<file path="config.mk">
export PLATFORM = sky130hd
export DESIGN_NAME = handheld_io_port_registers
export DESIGN_NICKNAME = d
export VERILOG_FILES = /design/src/hdl/hio_pkg.sv /design/src/hdl/hio_core.sv /design/src/hdl/handheld_io_port_registers.sv
export SDC_FILE = /design/constraint.sdc
export NUM_CORES = 1
export LEC_CHECK = 0
export BUFFER_PORTS_ARGS = -buffer_cell sky130_fd_sc_hd__buf_2
export CAP_MARGIN = 20
export CORE_UTILIZATION = 50
export DETAILED_ROUTE_END_ITERATION = 8
export PLACE_DENSITY_LB_ADDON = 0.25
export SLEW_MARGIN = 30
export SYNTH_ARGS = -nofsm -noshare
export SYNTH_HDL_FRONTEND = slang
export SYNTH_SLANG_ARGS = --single-unit
</file>
<file path="constraint.sdc">
create_clock -name clk -period 5.1 [get_ports clk]
set_input_delay 0.255 -clock clk [delete_from_list [all_inputs] [get_ports clk]]
set_output_delay 0.255 -clock clk [all_outputs]
set_load 0.01 [all_outputs]
</file>
<file path="src/hdl/hio_pkg.sv">
`default_nettype none
package hio_pkg;

  typedef enum logic [1:0] {
    OP_READ  = 2'd0,
    OP_WRITE = 2'd1,
    OP_RAISE = 2'd2
  } op_t;

  localparam int CFG_IDX_W = 1;
  localparam int CFG_DATA_W = 1;
  localparam logic [CFG_IDX_W-1:0] CFG_MONO_MODEL    = 1'd0;
  localparam logic [CFG_IDX_W-1:0] CFG_CRYSTAL_MODEL = 1'd1;

  localparam logic [15:0] PORT_DMA_SRC_LO  = 16'h0040;
  localparam logic [15:0] PORT_DMA_SRC_MID = 16'h0041;
  localparam logic [15:0] PORT_DMA_SRC_HI  = 16'h0042;
  localparam logic [15:0] PORT_DMA_DST_LO  = 16'h0044;
  localparam logic [15:0] PORT_DMA_DST_HI  = 16'h0045;
  localparam logic [15:0] PORT_DMA_LEN_LO  = 16'h0046;
  localparam logic [15:0] PORT_DMA_LEN_HI  = 16'h0047;
  localparam logic [15:0] PORT_DMA_CTRL    = 16'h0048;
  localparam logic [15:0] PORT_SYSTEM      = 16'h0062;
  localparam logic [15:0] PORT_HW_FLAGS    = 16'h00a0;
  localparam logic [15:0] PORT_IRQ_BASE    = 16'h00b0;
  localparam logic [15:0] PORT_IRQ_ENABLE  = 16'h00b2;
  localparam logic [15:0] PORT_IRQ_STATUS  = 16'h00b4;
  localparam logic [15:0] PORT_KEYPAD      = 16'h00b5;
  localparam logic [15:0] PORT_IRQ_ACK     = 16'h00b6;

  localparam logic [7:0] HW_FLAGS_BASE = 8'h85;

  typedef struct packed {
    logic [1:0]  op;
    logic [15:0] port_addr;
    logic [7:0]  write_data;
    logic [10:0] buttons;
  } item_t;

  typedef struct packed {
    logic [7:0]  read_data;
    logic        dma_start;
    logic [19:0] dma_src;
    logic [15:0] dma_dst;
    logic [15:0] dma_len;
    logic        dma_mode;
  } result_t;

endpackage
`default_nettype wire

</file>
<file path="src/hdl/hio_core.sv">
`default_nettype none
module hio_core (
  input  wire logic                           clk,
  input  wire logic                           rst_n,
  input  wire logic                           cfg_we,
  input  wire logic [hio_pkg::CFG_IDX_W-1:0]  cfg_index,
  input  wire logic [hio_pkg::CFG_DATA_W-1:0] cfg_wdata,
  input  wire logic                           fire,
  input  wire hio_pkg::item_t                 item,
  output hio_pkg::result_t                    res
);

  logic        mono_r, crystal_r;
  logic [19:0] dma_source_r, dma_source_nxt;
  logic [15:0] dma_target_r, dma_target_nxt;
  logic [15:0] dma_length_r, dma_length_nxt;
  logic        dma_enable_r, dma_enable_nxt;
  logic        dma_mode_r, dma_mode_nxt;
  logic [7:0]  irq_base_r, irq_base_nxt;
  logic [7:0]  irq_enable_r, irq_enable_nxt;
  logic [7:0]  irq_status_r, irq_status_nxt;
  logic [2:0]  keypad_groups_r, keypad_groups_nxt;
  logic [7:0]  rd;
  logic        start;
  logic [3:0]  keys;

  always_comb begin
    keys = 4'd0;
    if (keypad_groups_r[0]) keys = keys | item.buttons[3:0];
    if (keypad_groups_r[1]) keys = keys | item.buttons[7:4];
    if (keypad_groups_r[2]) keys = keys | {item.buttons[10:8], 1'b0};
  end

  always_comb begin
    dma_source_nxt    = dma_source_r;
    dma_target_nxt    = dma_target_r;
    dma_length_nxt    = dma_length_r;
    dma_enable_nxt    = dma_enable_r;
    dma_mode_nxt      = dma_mode_r;
    irq_base_nxt      = irq_base_r;
    irq_enable_nxt    = irq_enable_r;
    irq_status_nxt    = irq_status_r;
    keypad_groups_nxt = keypad_groups_r;
    rd                = 8'd0;
    start             = 1'b0;
    if (fire) begin
      case (item.op)
        hio_pkg::OP_READ: begin
          case (item.port_addr)
            hio_pkg::PORT_DMA_SRC_LO:  rd = dma_source_r[7:0];
            hio_pkg::PORT_DMA_SRC_MID: rd = dma_source_r[15:8];
            hio_pkg::PORT_DMA_SRC_HI:  rd = {4'd0, dma_source_r[19:16]};
            hio_pkg::PORT_DMA_DST_LO:  rd = dma_target_r[7:0];
            hio_pkg::PORT_DMA_DST_HI:  rd = dma_target_r[15:8];
            hio_pkg::PORT_DMA_LEN_LO:  rd = dma_length_r[7:0];
            hio_pkg::PORT_DMA_LEN_HI:  rd = dma_length_r[15:8];
            hio_pkg::PORT_DMA_CTRL:    rd = {dma_enable_r, 6'd0, dma_mode_r};
            hio_pkg::PORT_SYSTEM:      rd = {crystal_r, 7'd0};
            hio_pkg::PORT_HW_FLAGS:    rd = hio_pkg::HW_FLAGS_BASE | {6'd0, ~mono_r, 1'b0};
            hio_pkg::PORT_IRQ_BASE:    rd = mono_r ? (irq_base_r | 8'h03) : irq_base_r;
            hio_pkg::PORT_IRQ_ENABLE:  rd = irq_enable_r;
            hio_pkg::PORT_IRQ_STATUS:  rd = irq_status_r;
            hio_pkg::PORT_KEYPAD:      rd = {1'b0, keypad_groups_r, keys};
            default:                   rd = 8'd0;
          endcase
        end
        hio_pkg::OP_WRITE: begin
          case (item.port_addr)
            hio_pkg::PORT_DMA_SRC_LO:  dma_source_nxt[7:0]   = item.write_data & 8'hfe;
            hio_pkg::PORT_DMA_SRC_MID: dma_source_nxt[15:8]  = item.write_data;
            hio_pkg::PORT_DMA_SRC_HI:  dma_source_nxt[19:16] = item.write_data[3:0];
            hio_pkg::PORT_DMA_DST_LO:  dma_target_nxt[7:0]   = item.write_data & 8'hfe;
            hio_pkg::PORT_DMA_DST_HI:  dma_target_nxt[15:8]  = item.write_data;
            hio_pkg::PORT_DMA_LEN_LO:  dma_length_nxt[7:0]   = item.write_data & 8'hfe;
            hio_pkg::PORT_DMA_LEN_HI:  dma_length_nxt[15:8]  = item.write_data;
            hio_pkg::PORT_DMA_CTRL: begin
              dma_enable_nxt = item.write_data[7];
              dma_mode_nxt   = item.write_data[0];
              start          = item.write_data[7];
            end
            hio_pkg::PORT_IRQ_BASE:
              irq_base_nxt = item.write_data & (mono_r ? 8'hf8 : 8'hfe);
            hio_pkg::PORT_IRQ_ENABLE:  irq_enable_nxt    = item.write_data;
            hio_pkg::PORT_KEYPAD:      keypad_groups_nxt = item.write_data[6:4];
            hio_pkg::PORT_IRQ_ACK:     irq_status_nxt    = irq_status_r & ~item.write_data;
            default: ;
          endcase
        end
        hio_pkg::OP_RAISE: irq_status_nxt = irq_status_r | item.write_data;
        default: ;
      endcase
    end
  end

  always_ff @(posedge clk) begin
    if (!rst_n) begin
      mono_r          <= 1'b1;
      crystal_r       <= 1'b0;
      dma_source_r    <= '0;
      dma_target_r    <= '0;
      dma_length_r    <= '0;
      dma_enable_r    <= 1'b0;
      dma_mode_r      <= 1'b0;
      irq_base_r      <= '0;
      irq_enable_r    <= '0;
      irq_status_r    <= '0;
      keypad_groups_r <= '0;
    end else begin
      if (cfg_we) begin
        case (cfg_index)
          hio_pkg::CFG_MONO_MODEL:    mono_r    <= cfg_wdata[0];
          hio_pkg::CFG_CRYSTAL_MODEL: crystal_r <= cfg_wdata[0];
          default: ;
        endcase
      end
      dma_source_r    <= dma_source_nxt;
      dma_target_r    <= dma_target_nxt;
      dma_length_r    <= dma_length_nxt;
      dma_enable_r    <= dma_enable_nxt;
      dma_mode_r      <= dma_mode_nxt;
      irq_base_r      <= irq_base_nxt;
      irq_enable_r    <= irq_enable_nxt;
      irq_status_r    <= irq_status_nxt;
      keypad_groups_r <= keypad_groups_nxt;
    end
  end

  always_comb begin
    res.read_data = rd;
    res.dma_start = start;
    res.dma_src   = dma_source_nxt;
    res.dma_dst   = dma_target_nxt;
    res.dma_len   = dma_length_nxt;
    res.dma_mode  = dma_mode_nxt;
  end

endmodule
`default_nettype wire

</file>
<file path="src/hdl/handheld_io_port_registers.sv">
// I/O port register block of a handheld console CPU.
// Input channel (in_valid/in_ready): one port read, port write or interrupt
// raise per transfer, with the current keypad button states.
// Result channel (out_valid/out_ready): one result per input transfer, in
// order: read byte, DMA start pulse and the DMA settings after the access.
// Configuration: cfg_we writes cfg_wdata into register cfg_index (0 mono
// model, 1 crystal model); write only while the block is idle.
// Pipeline: an item is captured in the input register, then decoded and
// applied to the register file; its result is captured in the output
// register once the output stage is free to take it.
// Throughput: one item per cycle while the output is not stalled, set by
// the single decode stage between the input and output registers.
// Reset (rst_n low, synchronous): all port registers clear, mono model set,
// crystal model clear, both pipeline stages empty.
// Stall: while out_ready is low a pending result holds; one more item may
// wait in the input register, after which in_ready drops.
`default_nettype none
module handheld_io_port_registers (
  input  wire logic                           clk,
  input  wire logic                           rst_n,
  input  wire logic                           cfg_we,
  input  wire logic [hio_pkg::CFG_IDX_W-1:0]  cfg_index,
  input  wire logic [hio_pkg::CFG_DATA_W-1:0] cfg_wdata,
  input  wire logic                           in_valid,
  output logic                                in_ready,
  input  wire logic [1:0]                     in_op,
  input  wire logic [15:0]                    in_port_addr,
  input  wire logic [7:0]                     in_write_data,
  input  wire logic [10:0]                    in_buttons,
  output logic                                out_valid,
  input  wire logic                           out_ready,
  output logic [7:0]                          out_read_data,
  output logic                                out_dma_start,
  output logic [19:0]                         out_dma_src_out,
  output logic [15:0]                         out_dma_dst_out,
  output logic [15:0]                         out_dma_len_out,
  output logic                                out_dma_mode_out
);

  logic             in_valid_r;
  hio_pkg::item_t   in_item_r;
  logic             out_valid_r;
  hio_pkg::result_t out_res_r;
  hio_pkg::result_t res;
  logic             advance;

  assign advance  = in_valid_r && (!out_valid_r || out_ready);
  assign in_ready = !in_valid_r || advance;

  always_ff @(posedge clk) begin
    if (!rst_n) begin
      in_valid_r  <= 1'b0;
      out_valid_r <= 1'b0;
    end else begin
      if (in_ready) in_valid_r <= in_valid;
      if (advance) out_valid_r <= 1'b1;
      else if (out_ready) out_valid_r <= 1'b0;
    end
  end

  always_ff @(posedge clk) begin
    if (in_valid && in_ready) begin
      in_item_r.op         <= in_op;
      in_item_r.port_addr  <= in_port_addr;
      in_item_r.write_data <= in_write_data;
      in_item_r.buttons    <= in_buttons;
    end
    if (advance) out_res_r <= res;
  end

  hio_core u_core (
    .clk       (clk),
    .rst_n     (rst_n),
    .cfg_we    (cfg_we),
    .cfg_index (cfg_index),
    .cfg_wdata (cfg_wdata),
    .fire      (advance),
    .item      (in_item_r),
    .res       (res)
  );

  assign out_valid        = out_valid_r;
  assign out_read_data    = out_res_r.read_data;
  assign out_dma_start    = out_res_r.dma_start;
  assign out_dma_src_out  = out_res_r.dma_src;
  assign out_dma_dst_out  = out_res_r.dma_dst;
  assign out_dma_len_out  = out_res_r.dma_len;
  assign out_dma_mode_out = out_res_r.dma_mode;

  a_reset_empty: assert property (@(posedge clk) !rst_n |=> !out_valid)
    else $error("result valid right after reset");

  a_ready_when_empty: assert property (@(posedge clk) disable iff (!rst_n)
    !out_valid_r |-> in_ready)
    else $error("input stalled with empty output stage");

  a_item_moves: assert property (@(posedge clk) disable iff (!rst_n)
    in_valid_r && (!out_valid_r || out_ready) |=> out_valid_r)
    else $error("pending item did not reach output stage");

  a_addr_even: assert property (@(posedge clk) disable iff (!rst_n)
    out_valid |-> (!out_dma_src_out[0] && !out_dma_dst_out[0] && !out_dma_len_out[0]))
    else $error("DMA address or length low bit set");

endmodule
`default_nettype wire
</file>
* After elaboration in Yosys (flattened, before gate mapping)
Index checks and enable logic that the tools add are counted.
** Storage, ports and cells
- Register bits after elaboration :: 184
- Bits of input ports :: 44
- Output and inout bits :: 64
- Word-level logic and storage cells :: 92
** Operators by class
- Eq/ne operators :: 18
- Multiplexer cells :: 26
- Bitwise operators :: 8
- Reductions and logical operators :: 17
** Operator list (count)
- 16-bit by 7-bit == test with 1-bit output, second input constant :: 9
- 8-bit case mux with 14 select lines :: 1
- 16-bit by 8-bit == test with 1-bit output, second input constant :: 6
- 16-bit two-way mux :: 4
- 8-bit two-way mux :: 7
- 20-bit two-way mux :: 2
- 8-bit bitwise AND :: 2
- 4-bit two-way mux :: 4
- 8-bit case mux with 2 select lines :: 1
- 3-bit AND reduction :: 5
- 8-bit NOT :: 1
- 4-bit bitwise OR :: 2
- 8-bit bitwise OR :: 1
- 2-bit AND reduction :: 3
- 1-bit two-way mux :: 5
- 2-bit nonzero test :: 2
- 3-bit two-way mux :: 1
- 2-bit by 1-bit == test with 1-bit output, second input constant :: 1
- 2-bit == test, second input constant :: 1
- 1-bit logical AND :: 2
- 1-bit logical NOT :: 2
- 2-bit logical NOT :: 1
- 1-bit logical OR :: 2
- 2-bit two-way mux :: 1
- other kinds (2) :: 3

* Longest topological paths before layout
- Word-level depth :: 6
- Gate-level depth with buffers :: 8
- Mapped depth without buffers :: 5

* Modules after synthesis
A second synthesis with hierarchy kept.
** Unflattened totals
- Cells, all modules :: 574
- Area, all modules :: 7599.8 sq um
** By module, submodules not included
- hio_core :: instances 1, cells each 466, area an instance 4523.1 sq um, sequential area each 1641.6 sq um
- handheld_io_port_registers :: instances 1, cells each 108, area an instance 3076.7 sq um, sequential area each 3012.9 sq um

* Least setup slack after synthesis
No wires, ideal clock.
- Path type :: reg-to-reg
- From :: reg out_valid_r, in the netlist out_valid
- To :: reg (tool-made name)
- Library setup time :: 0.076 ns
- Arrival time :: 4.163 ns
- Required time :: 5.024 ns
- Path slack :: 0.861 ns
- Cell stages (with the launch flop) :: 7
- Path buffers :: 1
- Clock period less this slack :: 4.239 ns
- Path through :: dfxtp_1 nor2b_1 nor2b_1 and3b_1 buf_1 nand2_1 a21boi_0
** RTL lines
- from (decl) :: RTL line handheld_io_port_registers.sv:42 : logic out_valid_r;
- from (signal assigned) :: RTL line handheld_io_port_registers.sv:53 : out_valid_r <= 1'b0;
- from (signal assigned) :: RTL line handheld_io_port_registers.sv:56 : if (advance) out_valid_r <= 1'b1;
- from (signal assigned) :: RTL line handheld_io_port_registers.sv:57 : else if (out_ready) out_valid_r <= 1'b0;

* Worst setup path in the final report
- From :: reg in_item_r[23] in the netlist's numbering
- To :: reg out_res_r, in the netlist out_read_data[5] (data pin)
** Between the ends
- Word-level cells in the longest chain between the ends :: 2
- Elaborated cells between the ends (all ways) :: 15
- Classes of those cells :: eq/ne (14); mux (1)
** Ends and longest elaborated chain
- from (decl) :: RTL line handheld_io_port_registers.sv:41 : hio_pkg::item_t in_item_r;
- 16-bit by 8-bit == test with 1-bit output or 16-bit by 7-bit == test with 1-bit output (tied branches) :: RTL line hio_core.sv:49 : case (item.port_addr)
- 8-bit case mux with 14 select lines * :: RTL line hio_core.sv:49
- to (signal assigned) :: RTL line handheld_io_port_registers.sv:68 : if (advance) out_res_r <= res;
- to (decl) :: RTL line handheld_io_port_registers.sv:43 : hio_pkg::result_t out_res_r;
Mark *: on every way between the ends. The rest lies on a longest branch, timed or not.
A chain may end at the register's enable or synchronous reset.

==> out/qor.log <==
[place] Routability Congestion 0.942
[status] result of the run completed
[final_layout] proportion of layout cells with a drive suffix above 1 30.1%
[routing] total DRC errors in the routed layout 0
[routing] first drt pass iteration count 6
[cts] TritonCTS clock tree done
[grt] maximum number of pins on one net before global-route repair 85
[timing] Final Max Slew Viols 0
[final_layout] fin nets 774
[worst_setup_path] type of destination of the critical path flip-flop
[synth] count of different cell masters after synthesis 74
[hold_path] Worst Hold Class in2reg
[timing] maximum frequency from static timing analysis 0.349 GHz
[timing] unrepaired setup endpoints after global routing no
[final_layout] final cell area excluding filler cells 0.00936 sq mm
[hold_path] origin of the worst min-delay path in_valid
[grt] antenna violations before repair 0
[cts] Clock Sinks 183
[pwr] Switching Share 23.3%
[routing] via-per-instance ratio 5.80
[job] number of max-cap violations 0
[synth] warning count from the yosys run 0
[die] die area 0.0160 sq mm
[pwr] share of total power in combinational logic 4.5%
[place] detailed-placement wirelength estimate 13200 um
[timing] number of hold violations in the final report 0
[worst_setup_path] endpoint arrival time on the critical path 3.09 ns
[synth] post-synthesis sequential area ratio 60.2%
[die] DIE HEIGHT 126 um
[final_layout] Inserted Diodes 0
[pwr] Clk pwr share 43.5%
[timing] pin slew with the least headroom to its limit 0.967 ns
[die] Floorplan Core Area 0.0151 sq mm
[synth] Post-Syn Area per Cell 12.9 sq um
[timing] Max Clock Skew 0.00859 ns
[routing] Post-Route WL 19500 um
[timing] Total Neg Setup Slack 0 ns
[grt] Overflow after GRT 0
[cts] number of H-tree branching levels 4
[pwr] sequential share of power 52.1%
[timing] final worst path period share 56.2%
[place] Port Buffer Count 107
[synth] Post-synth EDFFs 99
[cts] count of buffers added by post-CTS timing repair for setup 0
[synth] Synth Net Count 643
[final_layout] footprint of the multi-input gates 0.00285 sq mm
[synth] Synth Cell Area 0.00774 sq mm
[pwr] leakage power figure 3.44 nW
[cts] Skew-Pair Late Insertion Delay 0.44 ns
[routing] violation count after the first detailed-route iteration 442
[place] post-placement setup slack 2.10 ns
[place] post-detailed-placement cell area 0.00836 sq mm
[timing] Setup-failing EPs final 0
[timing] final hold slack 0.0570 ns
[timing] final period demand of the worst path 2.87 ns
[worst_setup_path] peak fanout along the critical path 10
[routing] via count 5396
[routing] count of nets left with antenna violations after detail routing 0
[grt] gr usage total 25.6%
[pwr] power dissipated by switching net loads 0.000735 W
[routing] average detailed-routed wire length per instance 21.0 um
[die] Die X 126 um
[synth] Post-Syn Instances 599
[synth] flops & latches, synth 183
[cts] maximum count of clock buffers along a single path 2
[worst_setup_path] worst setup path startpoint in_item_r[23]
[final_layout] fill cell instance count of the final layout 1173
[worst_setup_path] required time at the worst-slack endpoint 5.32 ns
[final_layout] synthesis-to-finish area growth 21.0%
[worst_setup_path] startpoint of the worst-slack reg-to-reg timing path in_item_r[23]
[synth] Primary FF master, synth sky130_fd_sc_hd__edfxtp_1
[synth] async set-reset flop share out of synthesis 0%
[cts] clock transition at the register clock pins on the worst setup and hold paths after CTS 0.07 ns
[final_layout] Reg area 0.00465 sq mm
[die] Initial Utilization 51.1%
[pwr] peak supply drop 0.000212 V
[worst_setup_path] Worst setup SP type flip-flop
[cts] root buffer cell sky130_fd_sc_hd__clkbuf_16
[pwr] Power Internal 0.00242 W
[cts] number of CTS-inserted buffers 17
[pwr] power per unit of standard cell area 337 mW/mm^2
[grt] global-route wire length before repair 29800 um
[die] Core Rows 45
[die] number of placed I/O pins 108
[worst_setup_path] Critical Setup Path Class reg2reg
[grt] via count of the first global-routing pass 5135
[timing] worst-case setup margin in the final layout 2.23 ns
[timing] Relative slew margins 35.1%
[power groups by stage]
stage          clock [W]  combinational [W]  sequential (W)
3_5_place_dp           0           0.000119         0.00167
2_1_floorplan          0          0.0000718         0.00166
6_report         0.00137           0.000141         0.00164
5_1_grt          0.00145           0.000152         0.00165
4_1_cts          0.00139           0.000141         0.00164
3_3_place_gp           0           0.000117         0.00167
[metrics by stage]
stage               util [%]  instances  total power [W]
floorplan                  -        599          0.00173
global placement        55.1        861          0.00179
detailed placement      55.2        862          0.00179
CTS                     61.7        931          0.00317
global route            61.8        931          0.00325
finish                  61.8        931          0.00315
[final timing paths]
path / to / slack (ns) / cells after the start
max: out_read_data[5] / 2.23 / 6
min: in_valid_r / 0.06 / 3
max reg2reg: out_read_data[5] / 2.23 / 6
min reg2reg: u_core.irq_base_r[2] / 0.46 / 2
[worst max-delay path: stages (launching register included)]
cell,delay (ns)
sky130_fd_sc_hd__edfxtp_1,0.54
sky130_fd_sc_hd__or4b_1,0.80
sky130_fd_sc_hd__o32a_2,0.27
sky130_fd_sc_hd__o21ai_0,0.20
sky130_fd_sc_hd__a222oi_1,0.19
sky130_fd_sc_hd__clkdlybuf4s15_2,0.30
sky130_fd_sc_hd__a2111oi_2,0.35
[layout by cell type (no fill, tap or decap), types with 4 or more instances in the layout]
| master | n |
|---|---|
| sky130_fd_sc_hd__nand3b_1 | 4 |
| sky130_fd_sc_hd__nand3_1 | 9 |
| sky130_fd_sc_hd__a21boi_0 | 25 |
| sky130_fd_sc_hd__dfxtp_1 | 84 |
| sky130_fd_sc_hd__mux2_4 | 13 |
| sky130_fd_sc_hd__a222oi_1 | 8 |
| sky130_fd_sc_hd__buf_2 | 107 |
| sky130_fd_sc_hd__and2_1 | 56 |
| sky130_fd_sc_hd__nor2b_1 | 7 |
| sky130_fd_sc_hd__a22o_1 | 4 |
| sky130_fd_sc_hd__o21ai_0 | 19 |
| sky130_fd_sc_hd__clkinv_4 | 4 |
| sky130_fd_sc_hd__and3_1 | 4 |
| sky130_fd_sc_hd__nor4_4 | 4 |
| sky130_fd_sc_hd__clkbuf_16 | 17 |
| sky130_fd_sc_hd__a211oi_1 | 5 |
| sky130_fd_sc_hd__o22ai_1 | 4 |
| sky130_fd_sc_hd__buf_4 | 5 |
| sky130_fd_sc_hd__dlygate4sd3_1 | 37 |
| sky130_fd_sc_hd__nor2_1 | 11 |
| sky130_fd_sc_hd__inv_1 | 10 |
| sky130_fd_sc_hd__edfxtp_1 | 99 |
| sky130_fd_sc_hd__nand2_1 | 55 |
| sky130_fd_sc_hd__a22oi_1 | 10 |
| sky130_fd_sc_hd__nor3_1 | 5 |
| sky130_fd_sc_hd__mux2_2 | 38 |
[cell families after synthesis]
group,share of synthesized area [%]
AOI/OAI and AO/OA,10.6
buffers and inverters,3.17
DFF,60.2
muxes,9.02
and+or+nand+nor,17.0
[synthesized netlist by cell type (8+ instances only)]
library cell | instances | area [sq um]
sky130_fd_sc_hd__a21boi_0 | 25 | 188
sky130_fd_sc_hd__nand2_1 | 55 | 206
sky130_fd_sc_hd__nand3_1 | 9 | 45.0
sky130_fd_sc_hd__nor2_1 | 11 | 41.3
sky130_fd_sc_hd__dfxtp_1 | 84 | 1680
sky130_fd_sc_hd__a222oi_1 | 8 | 80.1
sky130_fd_sc_hd__a22oi_1 | 10 | 75.1
sky130_fd_sc_hd__buf_2 | 13 | 65.1
sky130_fd_sc_hd__edfxtp_1 | 99 | 2970
sky130_fd_sc_hd__clkbuf_1 | 13 | 48.8
sky130_fd_sc_hd__o21ai_0 | 19 | 95.1
sky130_fd_sc_hd__and2_1 | 56 | 350
sky130_fd_sc_hd__inv_1 | 10 | 37.5
sky130_fd_sc_hd__nor2b_1 | 8 | 50.1
sky130_fd_sc_hd__mux2_4 | 13 | 195
sky130_fd_sc_hd__mux2_2 | 38 | 428
[area by class of cell]
| class | count | share of cell area, % |
|---|---|---|
| tap | 188 | 2.51 |
| clock buffer | 18 | 4.69 |
| sequential | 183 | 49.7 |
| clock inverter | 14 | 1.99 |
| inverter | 10 | 0.401 |
| timing repair buffer | 150 | 10.2 |
| multi-input combinational | 368 | 30.5 |
[routing by layer]
| layer | vias up | part of all wire (%) | wire (um) | track usage (%) |
|---|---|---|---|---|
| met5 | - | 0 | 0 | 0 |
| met1 | 2628 | 43 | 8470 | 33.6 |
| met4 | 0 | 2.6 | 500 | 10.3 |
| li1 | 2513 | - | - | - |
| met3 | 34 | 5.7 | 1110 | 5.44 |
| met2 | 221 | 48 | 9460 | 41.5 |
[state kept, by name (all words and copies together) (netlist names), named ones only]
name,count
in_item_r,37
in_valid_r,1
out_dma_dst_out,16
out_dma_len_out,16
out_dma_mode_out,1
out_dma_src_out,20
out_dma_start,1
out_read_data,8
out_valid,1
u_core.crystal_r,1
u_core.dma_enable_r,1
u_core.dma_length_r,16
u_core.dma_mode_r,1
u_core.dma_source_r,20
u_core.dma_target_r,16
u_core.irq_base_r,7
u_core.irq_enable_r,8
u_core.keypad_groups_r,3
u_core.mono_r,1
[timing repair]
action,4_1_cts,5_1_grt
setup endpoints to repair,0,0
hold endpoints to repair,37,0
gates resized for setup,0,0
hold buffers,37,0
(Power assumes the default switching activity.)
